$ cat src/design/afd_pkg.sv
// Shared types, widths and constants for the audio FIR decimator.
// Holds the fixed-point coefficient table and the beat structs.
// No dependencies; every other design file but afd_ram references it by scoped name.
`default_nettype none

package afd_pkg;

    // Sizes
    localparam int unsigned TAPS               = 16;
    localparam int unsigned TAP_W              = $clog2(TAPS);
    localparam int unsigned SAMPLE_W           = 16;
    localparam int unsigned RATE_W             = 19;
    localparam int unsigned INDEX_W            = 32;
    localparam int unsigned WARMUP_LEN         = 15;
    localparam int unsigned COEF_FRACTION_BITS = 16;
    localparam int unsigned COEF_W             = COEF_FRACTION_BITS;
    localparam int unsigned PROD_W             = SAMPLE_W + COEF_W + 1;
    localparam int unsigned TERM_W             = SAMPLE_W + 1;
    localparam int unsigned ACC_W              = TERM_W + TAP_W;
    localparam int unsigned MUL_W              = INDEX_W + RATE_W;

    // Divider: numerator holds 2*k*in_rate + out_rate, divisor 2*out_rate
    localparam int unsigned DIV_RADIX_W = 4;
    localparam int unsigned DIV_NUM_W   = 56;
    localparam int unsigned DIV_DEN_W   = RATE_W + 1;
    localparam int unsigned DIV_STEPS   = DIV_NUM_W / DIV_RADIX_W;
    localparam int unsigned DIV_CNT_W   = $clog2(DIV_STEPS + 1);
    localparam int unsigned QUO_W       = INDEX_W;

    // APB
    localparam int unsigned PADDR_W = 4;
    localparam int unsigned PDATA_W = 32;

    // Reset values of the configuration registers
    localparam logic [RATE_W-1:0] IN_RATE_RESET  = RATE_W'(44100);
    localparam logic [RATE_W-1:0] OUT_RATE_RESET = RATE_W'(8000);

    // Output saturation limits
    localparam logic signed [ACC_W-1:0] SAT_HI = ACC_W'((1 << (SAMPLE_W - 1)) - 1);
    localparam logic signed [ACC_W-1:0] SAT_LO = ACC_W'(-(1 << (SAMPLE_W - 1)));
    localparam logic signed [SAMPLE_W-1:0] SAMPLE_MAX = {1'b0, {(SAMPLE_W - 1){1'b1}}};
    localparam logic signed [SAMPLE_W-1:0] SAMPLE_MIN = {1'b1, {(SAMPLE_W - 1){1'b0}}};

    // Register indexes (byte address = 4 * index)
    typedef enum logic [1:0] {
        REG_IN_RATE   = 2'd0,
        REG_OUT_RATE  = 2'd1,
        REG_STEREO    = 2'd2,
        REG_EIGHT_BIT = 2'd3
    } reg_idx_t;

    // Round a half-table coefficient (given in units of 1e-9) to fixed point
    function automatic logic [COEF_W-1:0] coef_fixed(input int unsigned half);
        logic [63:0] nano;
        logic [63:0] scaled;
        unique case (half)
            0:       nano = 64'd3638091;
            1:       nano = 64'd8158223;
            2:       nano = 64'd20889028;
            3:       nano = 64'd43770138;
            4:       nano = 64'd74889944;
            5:       nano = 64'd108669917;
            6:       nano = 64'd137467074;
            default: nano = 64'd154050524;
        endcase
        scaled = ((nano << COEF_FRACTION_BITS) + 64'd500000000) / 64'd1000000000;
        return scaled[COEF_W-1:0];
    endfunction

    // Outer half of the symmetric response, outermost tap first
    localparam logic [COEF_W-1:0] COEF_HALF [TAPS/2] = '{
        coef_fixed(0), coef_fixed(1), coef_fixed(2), coef_fixed(3),
        coef_fixed(4), coef_fixed(5), coef_fixed(6), coef_fixed(7)
    };

    // Beats
    typedef struct packed {
        logic                       start_stream;
        logic signed [SAMPLE_W-1:0] left_sample;
        logic signed [SAMPLE_W-1:0] right_sample;
    } afd_in_t;

    typedef struct packed {
        logic signed [SAMPLE_W-1:0] sample_out;
        logic                       saturated;
    } afd_out_t;

    // Divider control and status
    typedef struct packed {
        logic                 start;
        logic [DIV_NUM_W-1:0] num;
        logic [DIV_DEN_W-1:0] den;
    } div_req_t;

    typedef struct packed {
        logic             busy;
        logic [QUO_W-1:0] quo;
    } div_stat_t;

    // History / tap sweep control and status
    typedef struct packed {
        logic                       clear;
        logic                       wr_en;
        logic signed [SAMPLE_W-1:0] wr_data;
        logic                       start;
        logic [TAP_W-1:0]           mean_last;
    } mac_req_t;

    typedef struct packed {
        logic                    busy;
        logic signed [ACC_W-1:0] fir_sum;
        logic signed [ACC_W-1:0] mean_sum;
    } mac_stat_t;

endpackage

`default_nettype wire

$ cat src/design/audio_fir_decimator_core.sv
// Top level of the audio FIR decimator: handshakes, APB registers, sequencer.
// Depends on afd_pkg, afd_mac (history RAM and tap sweep) and afd_div.
//
// Channel  Role    Handshake                  Beat
// in       sink    in_valid / in_stall        afd_in_t, one PCM frame
// out      source  out_valid / out_stall      afd_out_t, one filtered sample
// cfg      APB     psel / penable / pready    32-bit register, 4 registers
//
// An accepted frame passes the history write and the sweep before the next accept; one
// that yields a sample also passes the output state, and a warm-up mean adds a division.
// The tap sweep sets the pace: the history RAM gives one word per cycle.
// The target-index division runs under the sweep.
// Reset and start_stream clear the 16 history valid bits at once: no clearing pass.
// A finished sample waits in the output register; the next frame is taken
// meanwhile and holds only when its own result finds that register still full.
`default_nettype none

module audio_fir_decimator_core (
    input  wire logic                           clk,
    input  wire logic                           rst_n,
    input  wire logic                           in_valid,
    output logic                                in_stall,
    input  wire afd_pkg::afd_in_t               in_data,
    output logic                                out_valid,
    input  wire logic                           out_stall,
    output afd_pkg::afd_out_t                   out_data,
    input  wire logic                           psel,
    input  wire logic                           penable,
    input  wire logic                           pwrite,
    input  wire logic [afd_pkg::PADDR_W-1:0]    paddr,
    input  wire logic [afd_pkg::PDATA_W-1:0]    pwdata,
    output logic      [afd_pkg::PDATA_W-1:0]    prdata,
    output logic                                pready
);

    typedef enum logic [4:0] {
        S_IDLE  = 5'b00001,
        S_WRITE = 5'b00010,
        S_RUN   = 5'b00100,
        S_MEAN  = 5'b01000,
        S_OUT   = 5'b10000
    } state_t;

    state_t                              state_reg, state_next;
    logic [afd_pkg::RATE_W-1:0]          in_rate_reg, in_rate_next;
    logic [afd_pkg::RATE_W-1:0]          out_rate_reg, out_rate_next;
    logic                                stereo_reg, stereo_next;
    logic                                eight_bit_reg, eight_bit_next;
    logic [afd_pkg::INDEX_W-1:0]         in_idx_reg, in_idx_next;
    logic [afd_pkg::INDEX_W-1:0]         out_idx_reg, out_idx_next;
    logic                                out_valid_reg, out_valid_next;
    afd_pkg::afd_out_t                   out_data_reg, out_data_next;
    logic [afd_pkg::INDEX_W-1:0]         n_reg, n_next;
    logic [afd_pkg::MUL_W-1:0]           mul_reg, mul_next;
    logic signed [afd_pkg::SAMPLE_W-1:0] sample_reg, sample_next;
    afd_pkg::afd_out_t                   res_reg, res_next;
    logic                                neg_reg, neg_next;

    logic                                in_accept;
    logic                                cfg_write;
    logic                                rate_ok;
    logic                                match;
    logic                                warm;
    logic                                out_free;
    logic [afd_pkg::INDEX_W-1:0]         k_eff;
    logic signed [afd_pkg::SAMPLE_W-1:0] left_s, right_s;
    logic signed [afd_pkg::SAMPLE_W:0]   pair_sum, pair_adj;
    logic [afd_pkg::ACC_W-1:0]           mean_mag;
    logic [afd_pkg::SAMPLE_W-1:0]        mean_q;

    afd_pkg::mac_req_t                   mac_req;
    afd_pkg::mac_stat_t                  mac_stat;
    afd_pkg::div_req_t                   div_req;
    afd_pkg::div_stat_t                  div_stat;

    afd_mac u_mac (
        .clk   (clk),
        .rst_n (rst_n),
        .req   (mac_req),
        .stat  (mac_stat)
    );

    afd_div u_div (
        .clk   (clk),
        .rst_n (rst_n),
        .req   (div_req),
        .stat  (div_stat)
    );

    // Handshakes
    assign in_stall  = (state_reg != S_IDLE);
    assign in_accept = in_valid && !in_stall;
    assign out_free  = !out_valid_reg || !out_stall;
    assign out_valid = out_valid_reg;
    assign out_data  = out_data_reg;
    assign pready    = 1'b1;
    assign cfg_write = psel && penable && pwrite;

    // Frame to mono: scale 8-bit samples, average the pair toward zero
    assign left_s   = eight_bit_reg ? {in_data.left_sample[7:0], 8'h00} : in_data.left_sample;
    assign right_s  = eight_bit_reg ? {in_data.right_sample[7:0], 8'h00} : in_data.right_sample;
    assign pair_sum = {left_s[afd_pkg::SAMPLE_W-1], left_s}
                    + {right_s[afd_pkg::SAMPLE_W-1], right_s};
    assign pair_adj = pair_sum + {{afd_pkg::SAMPLE_W{1'b0}}, pair_sum[afd_pkg::SAMPLE_W]};

    assign k_eff   = in_data.start_stream ? '0 : out_idx_reg;
    assign rate_ok = (out_rate_reg != '0) && (in_rate_reg >= out_rate_reg);
    assign match   = rate_ok && (n_reg == div_stat.quo);
    assign warm    = (n_reg < afd_pkg::INDEX_W'(afd_pkg::WARMUP_LEN));

    assign mean_mag = mac_stat.mean_sum[afd_pkg::ACC_W-1] ? afd_pkg::ACC_W'(-mac_stat.mean_sum)
                                                           : afd_pkg::ACC_W'(mac_stat.mean_sum);
    assign mean_q   = div_stat.quo[afd_pkg::SAMPLE_W-1:0];

    // Configuration writes
    always_comb
    begin
        in_rate_next   = in_rate_reg;
        out_rate_next  = out_rate_reg;
        stereo_next    = stereo_reg;
        eight_bit_next = eight_bit_reg;
        if (cfg_write)
        begin
            unique case (afd_pkg::reg_idx_t'(paddr[3:2]))
                afd_pkg::REG_IN_RATE:   in_rate_next   = pwdata[afd_pkg::RATE_W-1:0];
                afd_pkg::REG_OUT_RATE:  out_rate_next  = pwdata[afd_pkg::RATE_W-1:0];
                afd_pkg::REG_STEREO:    stereo_next    = pwdata[0];
                afd_pkg::REG_EIGHT_BIT: eight_bit_next = pwdata[0];
                default:                in_rate_next   = in_rate_reg;
            endcase
        end
    end

    // Register readback
    always_comb
    begin
        unique case (afd_pkg::reg_idx_t'(paddr[3:2]))
            afd_pkg::REG_IN_RATE:   prdata = afd_pkg::PDATA_W'(in_rate_reg);
            afd_pkg::REG_OUT_RATE:  prdata = afd_pkg::PDATA_W'(out_rate_reg);
            afd_pkg::REG_STEREO:    prdata = afd_pkg::PDATA_W'(stereo_reg);
            afd_pkg::REG_EIGHT_BIT: prdata = afd_pkg::PDATA_W'(eight_bit_reg);
            default:                prdata = '0;
        endcase
    end

    // Sequencer
    always_comb
    begin
        state_next     = state_reg;
        in_idx_next    = in_idx_reg;
        out_idx_next   = out_idx_reg;
        out_valid_next = out_valid_reg && out_stall;
        out_data_next  = out_data_reg;
        n_next         = n_reg;
        mul_next       = mul_reg;
        sample_next    = sample_reg;
        res_next       = res_reg;
        neg_next       = neg_reg;

        mac_req           = '0;
        mac_req.wr_data   = sample_reg;
        mac_req.mean_last = n_reg[afd_pkg::TAP_W-1:0];
        div_req           = '0;
        div_req.num       = afd_pkg::DIV_NUM_W'({mul_reg, 1'b0})
                          + afd_pkg::DIV_NUM_W'(out_rate_reg);
        div_req.den       = afd_pkg::DIV_DEN_W'({out_rate_reg, 1'b0});

        unique case (state_reg)
            S_IDLE:
            begin
                if (in_accept)
                begin
                    mac_req.clear = in_data.start_stream;
                    n_next        = in_data.start_stream ? '0 : in_idx_reg;
                    out_idx_next  = k_eff;
                    mul_next      = afd_pkg::MUL_W'(k_eff) * afd_pkg::MUL_W'(in_rate_reg);
                    sample_next   = stereo_reg ? pair_adj[afd_pkg::SAMPLE_W:1] : left_s;
                    state_next    = S_WRITE;
                end
            end
            S_WRITE:
            begin
                // Store the sample, start the sweep and, for valid rates, the target division
                mac_req.wr_en = 1'b1;
                mac_req.start = 1'b1;
                div_req.start = rate_ok;
                state_next    = S_RUN;
            end
            S_RUN:
            begin
                if (!mac_stat.busy && !div_stat.busy)
                begin
                    if (match && warm)
                    begin
                        div_req.start = 1'b1;
                        div_req.num   = afd_pkg::DIV_NUM_W'(mean_mag);
                        div_req.den   = afd_pkg::DIV_DEN_W'(n_reg[afd_pkg::TAP_W-1:0])
                                      + afd_pkg::DIV_DEN_W'(1);
                        neg_next      = mac_stat.mean_sum[afd_pkg::ACC_W-1];
                        state_next    = S_MEAN;
                    end
                    else if (match)
                    begin
                        priority if (mac_stat.fir_sum > afd_pkg::SAT_HI)
                        begin
                            res_next.sample_out = afd_pkg::SAMPLE_MAX;
                            res_next.saturated  = 1'b1;
                        end
                        else if (mac_stat.fir_sum < afd_pkg::SAT_LO)
                        begin
                            res_next.sample_out = afd_pkg::SAMPLE_MIN;
                            res_next.saturated  = 1'b1;
                        end
                        else
                        begin
                            res_next.sample_out = mac_stat.fir_sum[afd_pkg::SAMPLE_W-1:0];
                            res_next.saturated  = 1'b0;
                        end
                        state_next = S_OUT;
                    end
                    else
                    begin
                        in_idx_next = n_reg + afd_pkg::INDEX_W'(1);
                        state_next  = S_IDLE;
                    end
                end
            end
            S_MEAN:
            begin
                if (!div_stat.busy)
                begin
                    res_next.sample_out = neg_reg ? -mean_q : mean_q;
                    res_next.saturated  = 1'b0;
                    state_next          = S_OUT;
                end
            end
            S_OUT:
            begin
                // Hold until the output register is free
                if (out_free)
                begin
                    out_valid_next = 1'b1;
                    out_data_next  = res_reg;
                    out_idx_next   = out_idx_reg + afd_pkg::INDEX_W'(1);
                    in_idx_next    = n_reg + afd_pkg::INDEX_W'(1);
                    state_next     = S_IDLE;
                end
            end
            default:
            begin
                state_next = S_IDLE;
            end
        endcase
    end

    always_ff @(posedge clk or negedge rst_n)
    begin
        if (!rst_n)
        begin
            state_reg     <= S_IDLE;
            in_rate_reg   <= afd_pkg::IN_RATE_RESET;
            out_rate_reg  <= afd_pkg::OUT_RATE_RESET;
            stereo_reg    <= 1'b0;
            eight_bit_reg <= 1'b0;
            in_idx_reg    <= '0;
            out_idx_reg   <= '0;
            out_valid_reg <= 1'b0;
        end
        else
        begin
            state_reg     <= state_next;
            in_rate_reg   <= in_rate_next;
            out_rate_reg  <= out_rate_next;
            stereo_reg    <= stereo_next;
            eight_bit_reg <= eight_bit_next;
            in_idx_reg    <= in_idx_next;
            out_idx_reg   <= out_idx_next;
            out_valid_reg <= out_valid_next;
        end
    end

    always_ff @(posedge clk)
    begin
        out_data_reg <= out_data_next;
        n_reg        <= n_next;
        mul_reg      <= mul_next;
        sample_reg   <= sample_next;
        res_reg      <= res_next;
        neg_reg      <= neg_next;
    end

    // An accepted frame always goes straight to the history write
    assert property (@(posedge clk) disable iff (!rst_n) in_accept |=> state_reg == S_WRITE)
        else $error("core: accepted frame did not reach history write");

    // A clipped sample sits at one of the rails
    assert property (@(posedge clk) disable iff (!rst_n)
        out_valid && out_data.saturated |->
            out_data.sample_out == afd_pkg::SAMPLE_MAX ||
            out_data.sample_out == afd_pkg::SAMPLE_MIN)
        else $error("core: saturated flag without a rail value");

    // Each emitted sample advances the output index by one
    assert property (@(posedge clk) disable iff (!rst_n)
        state_reg == S_OUT && out_free |=>
            out_idx_reg == $past(out_idx_reg) + afd_pkg::INDEX_W'(1))
        else $error("core: output index did not advance");

endmodule

`default_nettype wire

$ cat src/design/afd_ram.sv
// Generic single-write, single-read RAM with a registered read port.
// No dependencies.
`default_nettype none

module afd_ram #(
    parameter int unsigned WIDTH = 16,
    parameter int unsigned DEPTH = 16
) (
    input  wire logic                                      clk,
    input  wire logic                                      we,
    input  wire logic [((DEPTH > 1) ? $clog2(DEPTH) : 1)-1:0] waddr,
    input  wire logic [WIDTH-1:0]                          wdata,
    input  wire logic                                      re,
    input  wire logic [((DEPTH > 1) ? $clog2(DEPTH) : 1)-1:0] raddr,
    output logic      [WIDTH-1:0]                          rd_data
);

    logic [WIDTH-1:0] mem [DEPTH];
    logic [WIDTH-1:0] rd_data_reg;

    // Write, then register the read word
    always_ff @(posedge clk)
    begin
        if (we)
        begin
            mem[waddr] <= wdata;
        end
        if (re)
        begin
            rd_data_reg <= mem[raddr];
        end
    end

    assign rd_data = rd_data_reg;

endmodule

`default_nettype wire

$ cat src/design/afd_div.sv
// Iterative unsigned divider, four quotient bits per cycle, low quotient bits kept.
// Depends on afd_pkg.
`default_nettype none

module afd_div (
    input  wire logic              clk,
    input  wire logic              rst_n,
    input  wire afd_pkg::div_req_t req,
    output afd_pkg::div_stat_t     stat
);

    logic                               busy_reg, busy_next;
    logic [afd_pkg::DIV_CNT_W-1:0]      cnt_reg, cnt_next;
    logic [afd_pkg::DIV_NUM_W-1:0]      num_reg, num_next;
    logic [afd_pkg::DIV_DEN_W-1:0]      den_reg, den_next;
    logic [afd_pkg::DIV_DEN_W-1:0]      rem_reg, rem_next;
    logic [afd_pkg::QUO_W-1:0]          quo_reg, quo_next;
    logic [afd_pkg::DIV_DEN_W-1:0]      rem_step;
    logic [afd_pkg::QUO_W-1:0]          quo_step;

    // Four restoring steps on the running remainder
    always_comb
    begin
        logic [afd_pkg::DIV_DEN_W:0] trial;
        rem_step = rem_reg;
        quo_step = quo_reg;
        for (int i = 0; i < afd_pkg::DIV_RADIX_W; i++)
        begin
            trial = {rem_step, num_reg[afd_pkg::DIV_NUM_W-1-i]};
            if (trial >= {1'b0, den_reg})
            begin
                rem_step = afd_pkg::DIV_DEN_W'(trial - {1'b0, den_reg});
                quo_step = {quo_step[afd_pkg::QUO_W-2:0], 1'b1};
            end
            else
            begin
                rem_step = trial[afd_pkg::DIV_DEN_W-1:0];
                quo_step = {quo_step[afd_pkg::QUO_W-2:0], 1'b0};
            end
        end
    end

    // Load on start, advance while busy
    always_comb
    begin
        busy_next = busy_reg;
        cnt_next  = cnt_reg;
        num_next  = num_reg;
        den_next  = den_reg;
        rem_next  = rem_reg;
        quo_next  = quo_reg;
        if (req.start)
        begin
            busy_next = 1'b1;
            cnt_next  = afd_pkg::DIV_CNT_W'(afd_pkg::DIV_STEPS);
            num_next  = req.num;
            den_next  = req.den;
            rem_next  = '0;
            quo_next  = '0;
        end
        else if (busy_reg)
        begin
            rem_next = rem_step;
            quo_next = quo_step;
            num_next = num_reg << afd_pkg::DIV_RADIX_W;
            cnt_next = cnt_reg - afd_pkg::DIV_CNT_W'(1);
            if (cnt_reg == afd_pkg::DIV_CNT_W'(1))
            begin
                busy_next = 1'b0;
            end
        end
    end

    always_ff @(posedge clk or negedge rst_n)
    begin
        if (!rst_n)
        begin
            busy_reg <= 1'b0;
            cnt_reg  <= '0;
        end
        else
        begin
            busy_reg <= busy_next;
            cnt_reg  <= cnt_next;
        end
    end

    always_ff @(posedge clk)
    begin
        num_reg <= num_next;
        den_reg <= den_next;
        rem_reg <= rem_next;
        quo_reg <= quo_next;
    end

    assign stat.busy = busy_reg;
    assign stat.quo  = quo_reg;

    // A new division never lands on one in flight
    assert property (@(posedge clk) disable iff (!rst_n) req.start |-> !busy_reg)
        else $error("afd_div: start while busy");

endmodule

`default_nettype wire

$ cat src/design/afd_mac.sv
// Sample history in a circular RAM and the tap sweep that reads it back.
// One tap per cycle: read, mask, multiply, truncate and accumulate.
// Depends on afd_pkg and afd_ram.
`default_nettype none

module afd_mac (
    input  wire logic              clk,
    input  wire logic              rst_n,
    input  wire afd_pkg::mac_req_t req,
    output afd_pkg::mac_stat_t     stat
);

    localparam logic signed [afd_pkg::PROD_W-1:0] ROUND_ADJ =
        afd_pkg::PROD_W'((64'd1 << afd_pkg::COEF_FRACTION_BITS) - 64'd1);

    logic                                busy_reg, busy_next;
    logic [afd_pkg::TAP_W:0]             issue_cnt_reg, issue_cnt_next;
    logic [afd_pkg::TAP_W-1:0]           head_reg, head_next;
    logic [afd_pkg::TAPS-1:0]            vbits_reg, vbits_next;
    logic [afd_pkg::TAP_W-1:0]           mean_last_reg;

    logic                                s1_v_reg, s2_v_reg, s3_v_reg;
    logic [afd_pkg::TAP_W-1:0]           s1_tap_reg, s2_tap_reg, s3_tap_reg;
    logic                                s1_vbit_reg;
    logic signed [afd_pkg::SAMPLE_W-1:0] s2_data_reg, s3_data_reg;
    logic signed [afd_pkg::PROD_W-1:0]   s3_prod_reg;
    logic signed [afd_pkg::ACC_W-1:0]    fir_acc_reg, fir_acc_next;
    logic signed [afd_pkg::ACC_W-1:0]    mean_acc_reg, mean_acc_next;

    logic                                issue;
    logic [afd_pkg::TAP_W-1:0]           rd_addr;
    logic [afd_pkg::TAP_W-1:0]           wr_addr;
    logic [afd_pkg::SAMPLE_W-1:0]        rd_data;
    logic signed [afd_pkg::SAMPLE_W-1:0] s1_data;
    logic [afd_pkg::TAP_W-2:0]           half_idx;
    logic signed [afd_pkg::PROD_W-1:0]   prod;
    logic signed [afd_pkg::PROD_W-1:0]   prod_adj;
    logic signed [afd_pkg::PROD_W-1:0]   prod_shift;
    logic signed [afd_pkg::TERM_W-1:0]   term;

    // Newest sample sits at head; tap i lies i entries behind it
    assign issue   = busy_reg && !issue_cnt_reg[afd_pkg::TAP_W];
    assign rd_addr = head_reg - issue_cnt_reg[afd_pkg::TAP_W-1:0];
    assign wr_addr = head_reg + afd_pkg::TAP_W'(1);

    afd_ram #(
        .WIDTH (afd_pkg::SAMPLE_W),
        .DEPTH (afd_pkg::TAPS)
    ) u_hist_ram (
        .clk     (clk),
        .we      (req.wr_en),
        .waddr   (wr_addr),
        .wdata   (req.wr_data),
        .re      (issue),
        .raddr   (rd_addr),
        .rd_data (rd_data)
    );

    // Mask entries not written since the stream began
    assign s1_data = s1_vbit_reg ? $signed(rd_data) : '0;

    // Fold the tap onto the half table and multiply
    assign half_idx = s2_tap_reg[afd_pkg::TAP_W-1] ? ~s2_tap_reg[afd_pkg::TAP_W-2:0]
                                                    : s2_tap_reg[afd_pkg::TAP_W-2:0];
    assign prod = s2_data_reg * $signed({1'b0, afd_pkg::COEF_HALF[half_idx]});

    // Truncate each product toward zero
    assign prod_adj   = s3_prod_reg + (s3_prod_reg[afd_pkg::PROD_W-1] ? ROUND_ADJ : '0);
    assign prod_shift = prod_adj >>> afd_pkg::COEF_FRACTION_BITS;
    assign term       = prod_shift[afd_pkg::TERM_W-1:0];

    // Control: write pointer, valid bits, sweep counter, accumulators
    always_comb
    begin
        busy_next      = busy_reg;
        issue_cnt_next = issue_cnt_reg;
        head_next      = head_reg;
        vbits_next     = vbits_reg;
        fir_acc_next   = fir_acc_reg;
        mean_acc_next  = mean_acc_reg;
        if (req.clear)
        begin
            vbits_next = '0;
        end
        if (req.wr_en)
        begin
            head_next           = wr_addr;
            vbits_next[wr_addr] = 1'b1;
        end
        if (req.start)
        begin
            busy_next      = 1'b1;
            issue_cnt_next = '0;
            fir_acc_next   = '0;
            mean_acc_next  = '0;
        end
        else
        begin
            if (issue)
            begin
                issue_cnt_next = issue_cnt_reg + (afd_pkg::TAP_W + 1)'(1);
            end
            if (s3_v_reg)
            begin
                fir_acc_next = fir_acc_reg + afd_pkg::ACC_W'(term);
                if (s3_tap_reg <= mean_last_reg)
                begin
                    mean_acc_next = mean_acc_reg + afd_pkg::ACC_W'(s3_data_reg);
                end
                if (s3_tap_reg == afd_pkg::TAP_W'(afd_pkg::TAPS - 1))
                begin
                    busy_next = 1'b0;
                end
            end
        end
    end

    always_ff @(posedge clk or negedge rst_n)
    begin
        if (!rst_n)
        begin
            busy_reg      <= 1'b0;
            issue_cnt_reg <= '0;
            head_reg      <= '0;
            vbits_reg     <= '0;
            s1_v_reg      <= 1'b0;
            s2_v_reg      <= 1'b0;
            s3_v_reg      <= 1'b0;
        end
        else
        begin
            busy_reg      <= busy_next;
            issue_cnt_reg <= issue_cnt_next;
            head_reg      <= head_next;
            vbits_reg     <= vbits_next;
            s1_v_reg      <= issue;
            s2_v_reg      <= s1_v_reg;
            s3_v_reg      <= s2_v_reg;
        end
    end

    // Pipeline payload
    always_ff @(posedge clk)
    begin
        if (req.start)
        begin
            mean_last_reg <= req.mean_last;
        end
        s1_tap_reg   <= issue_cnt_reg[afd_pkg::TAP_W-1:0];
        s1_vbit_reg  <= vbits_reg[rd_addr];
        s2_tap_reg   <= s1_tap_reg;
        s2_data_reg  <= s1_data;
        s3_tap_reg   <= s2_tap_reg;
        s3_data_reg  <= s2_data_reg;
        s3_prod_reg  <= prod;
        fir_acc_reg  <= fir_acc_next;
        mean_acc_reg <= mean_acc_next;
    end

    assign stat.busy     = busy_reg;
    assign stat.fir_sum  = fir_acc_reg;
    assign stat.mean_sum = mean_acc_reg;

    // The history is never written while a sweep reads it
    assert property (@(posedge clk) disable iff (!rst_n) req.wr_en |-> !busy_reg)
        else $error("afd_mac: history write during sweep");

endmodule

`default_nettype wire

$ cat config.mk
export PLATFORM = sky130hd
export DESIGN_NAME = audio_fir_decimator_core
export DESIGN_NICKNAME = d
export VERILOG_FILES = /design/src/design/afd_pkg.sv /design/src/design/audio_fir_decimator_core.sv /design/src/design/afd_ram.sv /design/src/design/afd_div.sv /design/src/design/afd_mac.sv
export SDC_FILE = /design/constraint.sdc
export NUM_CORES = 2
export LEC_CHECK = 0
export BUFFER_PORTS_ARGS = -buffer_cell sky130_fd_sc_hd__buf_2
export CELL_PAD_IN_SITES_DETAIL_PLACEMENT = 1
export CELL_PAD_IN_SITES_GLOBAL_PLACEMENT = 1
export CORE_MARGIN = 8
export CORE_UTILIZATION = 53
export CTS_BUF_LIST = sky130_fd_sc_hd__clkbuf_4
export DETAILED_ROUTE_END_ITERATION = 10
export HOLD_SLACK_MARGIN = 0.03
export PLACE_DENSITY = 0.88
export RECOVER_POWER = 25
export REMOVE_ABC_BUFFERS = 1
export SYNTH_ARGS = -nofsm -noshare
export SYNTH_HDL_FRONTEND = slang
export SYNTH_SLANG_ARGS = --single-unit
$ cat constraint.sdc
create_clock -name clk -period 11.94 [get_ports clk]
set_clock_uncertainty 0.15 [all_clocks]
set_input_delay 2.985 -clock clk [delete_from_list [all_inputs] [get_ports clk]]
set_output_delay 2.985 -clock clk [all_outputs]
set_load 0.1 [all_outputs]
# --- Word-level counts from Yosys, hierarchy flattened ---
# Memories as Yosys holds them, arrays and structs flattened. A register that Yosys moved wholly into a read port is not among the register bits.
# Cells that the tools add are included.
totals:
  ff_bits: 530
  ram_bits: 256
  mem_bits_ro: 128
  out_inout_bits: 52
  wordCells: 207
  n_memories: 2
classes:
  n_addsub: 19
  mul: 2
  n_lt_le_gt_ge: 13
  n_eq_ne: 19
  n_mux: 70
  n_bitwise: 3
  n_reduce_logical: 39
mem_list:
  columns: ["memory", "depth", "word_bits", "rd", "rd_ports_with_merged_regs", "wr", "line", "source"]
  rows:
  - ["u_mac.u_hist_ram.mem", 16, 16, 1, 1, 1, "afd_ram.sv:18", "logic [WIDTH-1:0] mem [DEPTH];"]
  - ["(name not given)", 8, 16, 1, 0, 0, "afd_mac.sv:65", "assign prod = s2_data_reg * $signed({1'b0, afd_pkg::COEF_HALF[half_idx]});"]
ops:
  columns: ["operator", "count"]
  rows:
  - ["$mux W32", 7]
  - ["$mux W77", 2]
  - ["$mux W16", 9]
  - ["$pmux W32 S2", 2]
  - ["$pmux W32 S4", 1]
  - ["$mux W56", 2]
  - ["$mux W17", 6]
  - ["$ge A21 B20 Y1", 4]
  - ["$mux W20", 4]
  - ["$sub A20 B20 Y20", 4]
  - ["$mux W76", 1]
  - ["$add A32 B1 Y32 const B", 2]
  - ["$add A52 B19 Y53", 1]
  - ["$mul A32 B19 Y51", 1]
  - ["$mux W5", 8]
  - ["$pmux W17 S2", 1]
  - ["$add A33 B16 Y33", 1]
  - ["$mul A16 B17 Y33", 1]
  - ["$eq A32 B32 Y1", 1]
  - ["$lt A32 B4 Y1 const B", 1]
  - ["$pmux W5 S5", 1]
  - ["$add A21 B16 Y21", 1]
  - ["$add A21 B17 Y21", 1]
  - ["$gt A21 B16 Y1 const B", 1]
  - ["other kinds (46)", 102]

# --- Depth between registers and ports, before layout ---
logic_depth:
  depth_word: 8
  depth_mapped: 53

# --- By module ---
# A second synthesis with hierarchy kept.
hier_totals:
  hier_cells: 6980
  hier_area_um2: 70162.3
modules_own_cells:
  columns: ["module", "instances", "cells_per_inst", "area_each_um2"]
  rows:
  - ["audio_fir_decimator_core", 1, 3896, 34943.5]
  - ["afd_mac", 1, 1654, 15195.8]
  - ["afd_ram", 1, 432, 10203.5]
  - ["afd_div", 1, 998, 9819.4]

# --- Least setup slack after synthesis ---
# OpenSTA, ideal clock, no wires.
synth_path:
  kind: "register -> register"
  start: "register u_div.den_reg[1] in the netlist's numbering"
  end: "register u_div.rem_reg[7] in the netlist's numbering"
  setup_ns: 0.137
  arrival_ns: 10.742
  required_ns: 11.653
  path_slack_ns: 0.911
  path_stages_with_launch: 52
  n_path_buf: 7
  period_less_slack_ns: 11.029
  path_cell_list: "edfxtp_1 > inv_1 > ha_1 > nor2b_1 > o31a_1 > o21a_1 > a21o_1 > o21ai_2 > and2_1 > buf_2 > clkbuf_1 > a21oi_1 > ha_1 > nor2b_1 > o31a_1 > or4_1 > a221o_1 > a211o_1 > [... 16 more ...] > o21ai_0 > nor3_1 > a21oi_1 > mux2i_1 > ha_1 > nor2b_1 > o21ai_0 > nand2_1 > o211ai_1 > a21oi_1 > a31oi_1 > o21bai_1 > a221oi_1 > o21ai_0 > a211oi_4 > buf_6 > mux2i_1 > a211oi_1"
synth_between:
  elab_chain_cells: 8
  word_cells_on_any_way: 12
synth_rtl:
  columns: ["item", "line", "source"]
  rows:
  - ["start: declaration", "afd_div.sv:15", "logic [afd_pkg::DIV_DEN_W-1:0] den_reg, den_next;"]
  - ["start signal: assignment", "afd_div.sv:91", "den_reg <= den_next;"]
  - ["$sub A20 B20 Y20 or $ge A21 B20 Y1 (tied branches)", "afd_div.sv:32, afd_div.sv:30", null]
  - ["$mux W20", "afd_div.sv:30", "if (trial >= {1'b0, den_reg})"]
  - ["$sub A20 B20 Y20 or $ge A21 B20 Y1 (tied branches)", "afd_div.sv:32, afd_div.sv:30", null]
  - ["$mux W20", "afd_div.sv:30", null]
  - ["$sub A20 B20 Y20 or $ge A21 B20 Y1 (tied branches)", "afd_div.sv:32, afd_div.sv:30", null]
  - ["$mux W20", "afd_div.sv:30", null]
  - ["$sub A20 B20 Y20 or $ge A21 B20 Y1 (tied branches)", "afd_div.sv:32, afd_div.sv:30", null]
  - ["$mux W20 *", "afd_div.sv:30", null]
  - ["end signal: assignment", "afd_div.sv:92", "rem_reg <= rem_next;"]
  - ["end: declaration", "afd_div.sv:16", "logic [afd_pkg::DIV_DEN_W-1:0] rem_reg, rem_next;"]
# Every way passes the cells marked *; elsewhere a longest branch is shown, timed or not.
# A chain may end at the register's enable or synchronous reset.

# --- Worst setup path after layout ---
layout_path:
  start: "register u_div.den_reg[1] in the netlist's numbering"
  end: "register u_div.rem_reg[13] in the netlist's numbering"
# The elaborated chain is that of the path after synthesis.

==> results.cfg <==
[status]
outcome = complete, but fails checks
violations = max-capacitance violations, max-slew violations

[worst_hold_path]
whs_path_depth = 0
min_to = u_mac.s2_tap_reg[3]$_DFF_P_
worstHoldStart = u_mac.s1_tap_reg[3]$_DFF_P_
min_path_type = reg -> reg

[timing]
relSlewSlack_pct = -70.5
setup_viol = 0
rsz0062_at_grt = false
final_hold_viol_count = 0
max_freq_mhz = 87.6
worst_slew_pin_slew_ns = 2.56
post-route-min-period_ns = 11.42
fin_crit_sh_pct = 95.6
finalMaxSlewViolations = 107

[synthesis]
yosys_warnings = 0
synthArstFlopShare_pct = 18.0
ys_seq_elements = 802
seq_area_frac_synth_pct = 31.5
synth_edf_count = 486
syn_inst = 6846
synth_top_flop_cell = edfxtp_1
synth_cell_types = 90
syn_area_mm2 = 0.0687
avgSynthCellArea_um2 = 10.0

[route]
maxUsedRoutingLayer = met5
wl_met2_um = 117000
vias = 55399
wl_um = 238000
wl_met1_um = 85000
final_antenna_net_count = 0
dr.first_iter.drc_count = 5121
routed_via_density = 6.25
wire_per_inst_um = 26.8
drc = 0
met3WireLength_um = 20700
dr.pass1.iters = 6

[worst_setup_path]
crit_slowest_cell = edfxtp_1
rr_worst_depth = 45
critPathCaptureType = flop
worstPathMaxFanout = 22
required_ns = 12.81
critPathMaxStageDelay_ns = 0.48
timing.rr.end = u_div.rem_reg[13]$_SDFFE_PP0P_
rrSetupSlack_ns = 0.52
crit_path_start_kind = flop
worst-setup-path-type = reg -> reg
regToRegStartpoint = u_div.den_reg[1]$_DFFE_PP_
critPathArrivalTime_ns = 12.29

[clocking]
ctsLongestPathBuffers = 3
cts_tree = built
cts_hold_buf = 0
cts.sinks = 802
clk_latency_ns = 1.17
clk_pin_slew_ns = 0.07
cts.htree.levels = 4
cts-root-buf = clkbuf_4
cts_resized = 0
cts_buffers = 193
post_cts_buffers = 0

[global_route]
grt_pass1_wl_um = 366000
grt_pass1_vias = 62422
grt_overflow = 0
antenna_found_initial = 11
grt_usage_pct = 33.2
grt_max_degree = 91

[job]
drv_cap = 4

[final_layout]
largest_reg_flops = 256
drive_above_1_share_pct = 10.9
num-fill-cells = 14334
utilization_pct = 57.3
syn_to_final_growth_pct = 7.65
num-nets-final = 8181

[floorplan]
start_util_pct = 53.2
die_h_um = 376
die-area_mm2 = 0.141
row_count = 132
ios = 128
core_mm2 = 0.129
die_w_um = 376

[placed_design]
hpwl_um = 160000
place.gp.congestion = 0.898
portBuffers = 98
-- through the flow --
step                worst slack [ns]  instance area (µm²)  instances  hold WS [ns]  TNS, ns
global placement               0.735                71200       8492         0.168        0
CTS                            0.203                73900       8856         0.179        0
floorplan                     -0.772                67500       6527         0.160   -15.75
detailed placement             0.158                71200       8492         0.163        0
finish                         0.521                74000       8868         0.183        0
global route                  0.0521                74000       8861         0.188        0
-- worst max-delay path by stage --
| stage | from | end | slack (ns) |
|---|---|---|---|
| after floorplan | u_div.den_reg[1]$_DFFE_PP_ | u_div.rem_reg[11]$_SDFFE_PP0P_ | -0.77 |
| after detailed placement | u_div.den_reg[1]$_DFFE_PP_ | u_div.rem_reg[13]$_SDFFE_PP0P_ | 0.16 |
| after global routing | u_div.den_reg[1]$_DFFE_PP_ | u_div.rem_reg[13]$_SDFFE_PP0P_ | 0.05 |
| after global placement | u_div.den_reg[1]$_DFFE_PP_ | u_div.rem_reg[13]$_SDFFE_PP0P_ | 0.73 |
| after CTS | u_div.den_reg[1]$_DFFE_PP_ | u_div.rem_reg[13]$_SDFFE_PP0P_ | 0.20 |
| final | u_div.den_reg[1]$_DFFE_PP_ | u_div.rem_reg[13]$_SDFFE_PP0P_ | 0.52 |
-- placed cells by master (no fill, tap or decap), types with 45 or more instances in the layout --
master	count
dfxtp_1	172
and3_1	67
o21ai_0	233
inv_1	867
a211oi_1	76
dfrtp_1	124
buf_2	97
nand4_1	49
nor2_1	345
a21oi_1	290
buf_4	119
mux4_2	69
xor2_1	161
nand2b_1	45
ha_1	475
nor2b_1	153
edfxtp_1	486
nor3_1	63
a21o_1	110
nand2_1	808
xnor2_1	198
nand3_1	106
mux2i_1	126
mux2_2	70
clkbuf_4	307
fa_1	683
and2_1	272
-- area by class of cell --
| cell class | count | area (µm²) | area share [%] |
|---|---|---|---|
| clock inverters | 57 | 390 | 0.528 |
| clock buffers | 307 | 2300 | 3.11 |
| inverters | 871 | 3270 | 4.42 |
| multi-input cells | 4854 | 42700 | 57.7 |
| diodes | 12 | 30.0 | 0.0406 |
| repair buffers | 223 | 1430 | 1.93 |
| flip-flops and latches | 802 | 21700 | 29.3 |
| well taps | 1742 | 2180 | 2.95 |
-- cell families after synthesis --
family / after synthesis / share of synthesized area [%]
AND/OR/NAND/NOR: 2065 / 14.4
buffers and inverters: 1202 / 6.67
adder cells (fa/ha/maj): 1160 / 28.6
AO/OA/AOI/OAI: 985 / 8.93
flip-flops: 802 / 31.5
XOR/XNOR: 361 / 4.60
multiplexers: 269 / 5.31
other: 2 / 0.0109
-- cell usage after synthesis (all sizes together) (162+ instances only) --
cell	number	area share [%]
o21ai	250	1.8
dfxtp	172	5.0
nor2b	167	1.5
a21oi	293	2.1
fa	684	20
ha	476	8.7
nand2	808	4.4
nor2	351	1.9
and2	286	2.6
xnor2	199	2.5
clkbuf	284	1.6
inv	870	4.8
xor2	162	2.1
edfxtp	486	21
-- per-layer routing --
layer	up-vias	track usage, %
li1	23044	-
met1	28048	38.3
met2	3170	56.6
met3	1129	7.50
met4	8	19.8
met5	-	0
-- worst max-delay path, delay by kind of cell, from the launching register on --
kind / cells / cell delay (ns)
AOI/OAI and AO/OA: 27 / 5.97
DFF: 1 / 0.48
buffers and inverters: 3 / 0.50
and+or+nand+nor: 8 / 1.79
adders and majority gates: 4 / 1.41
muxes: 3 / 0.99
Power is not shown: default switching activity piles up to over one toggle a cycle in this logic, so the estimate is an artifact.
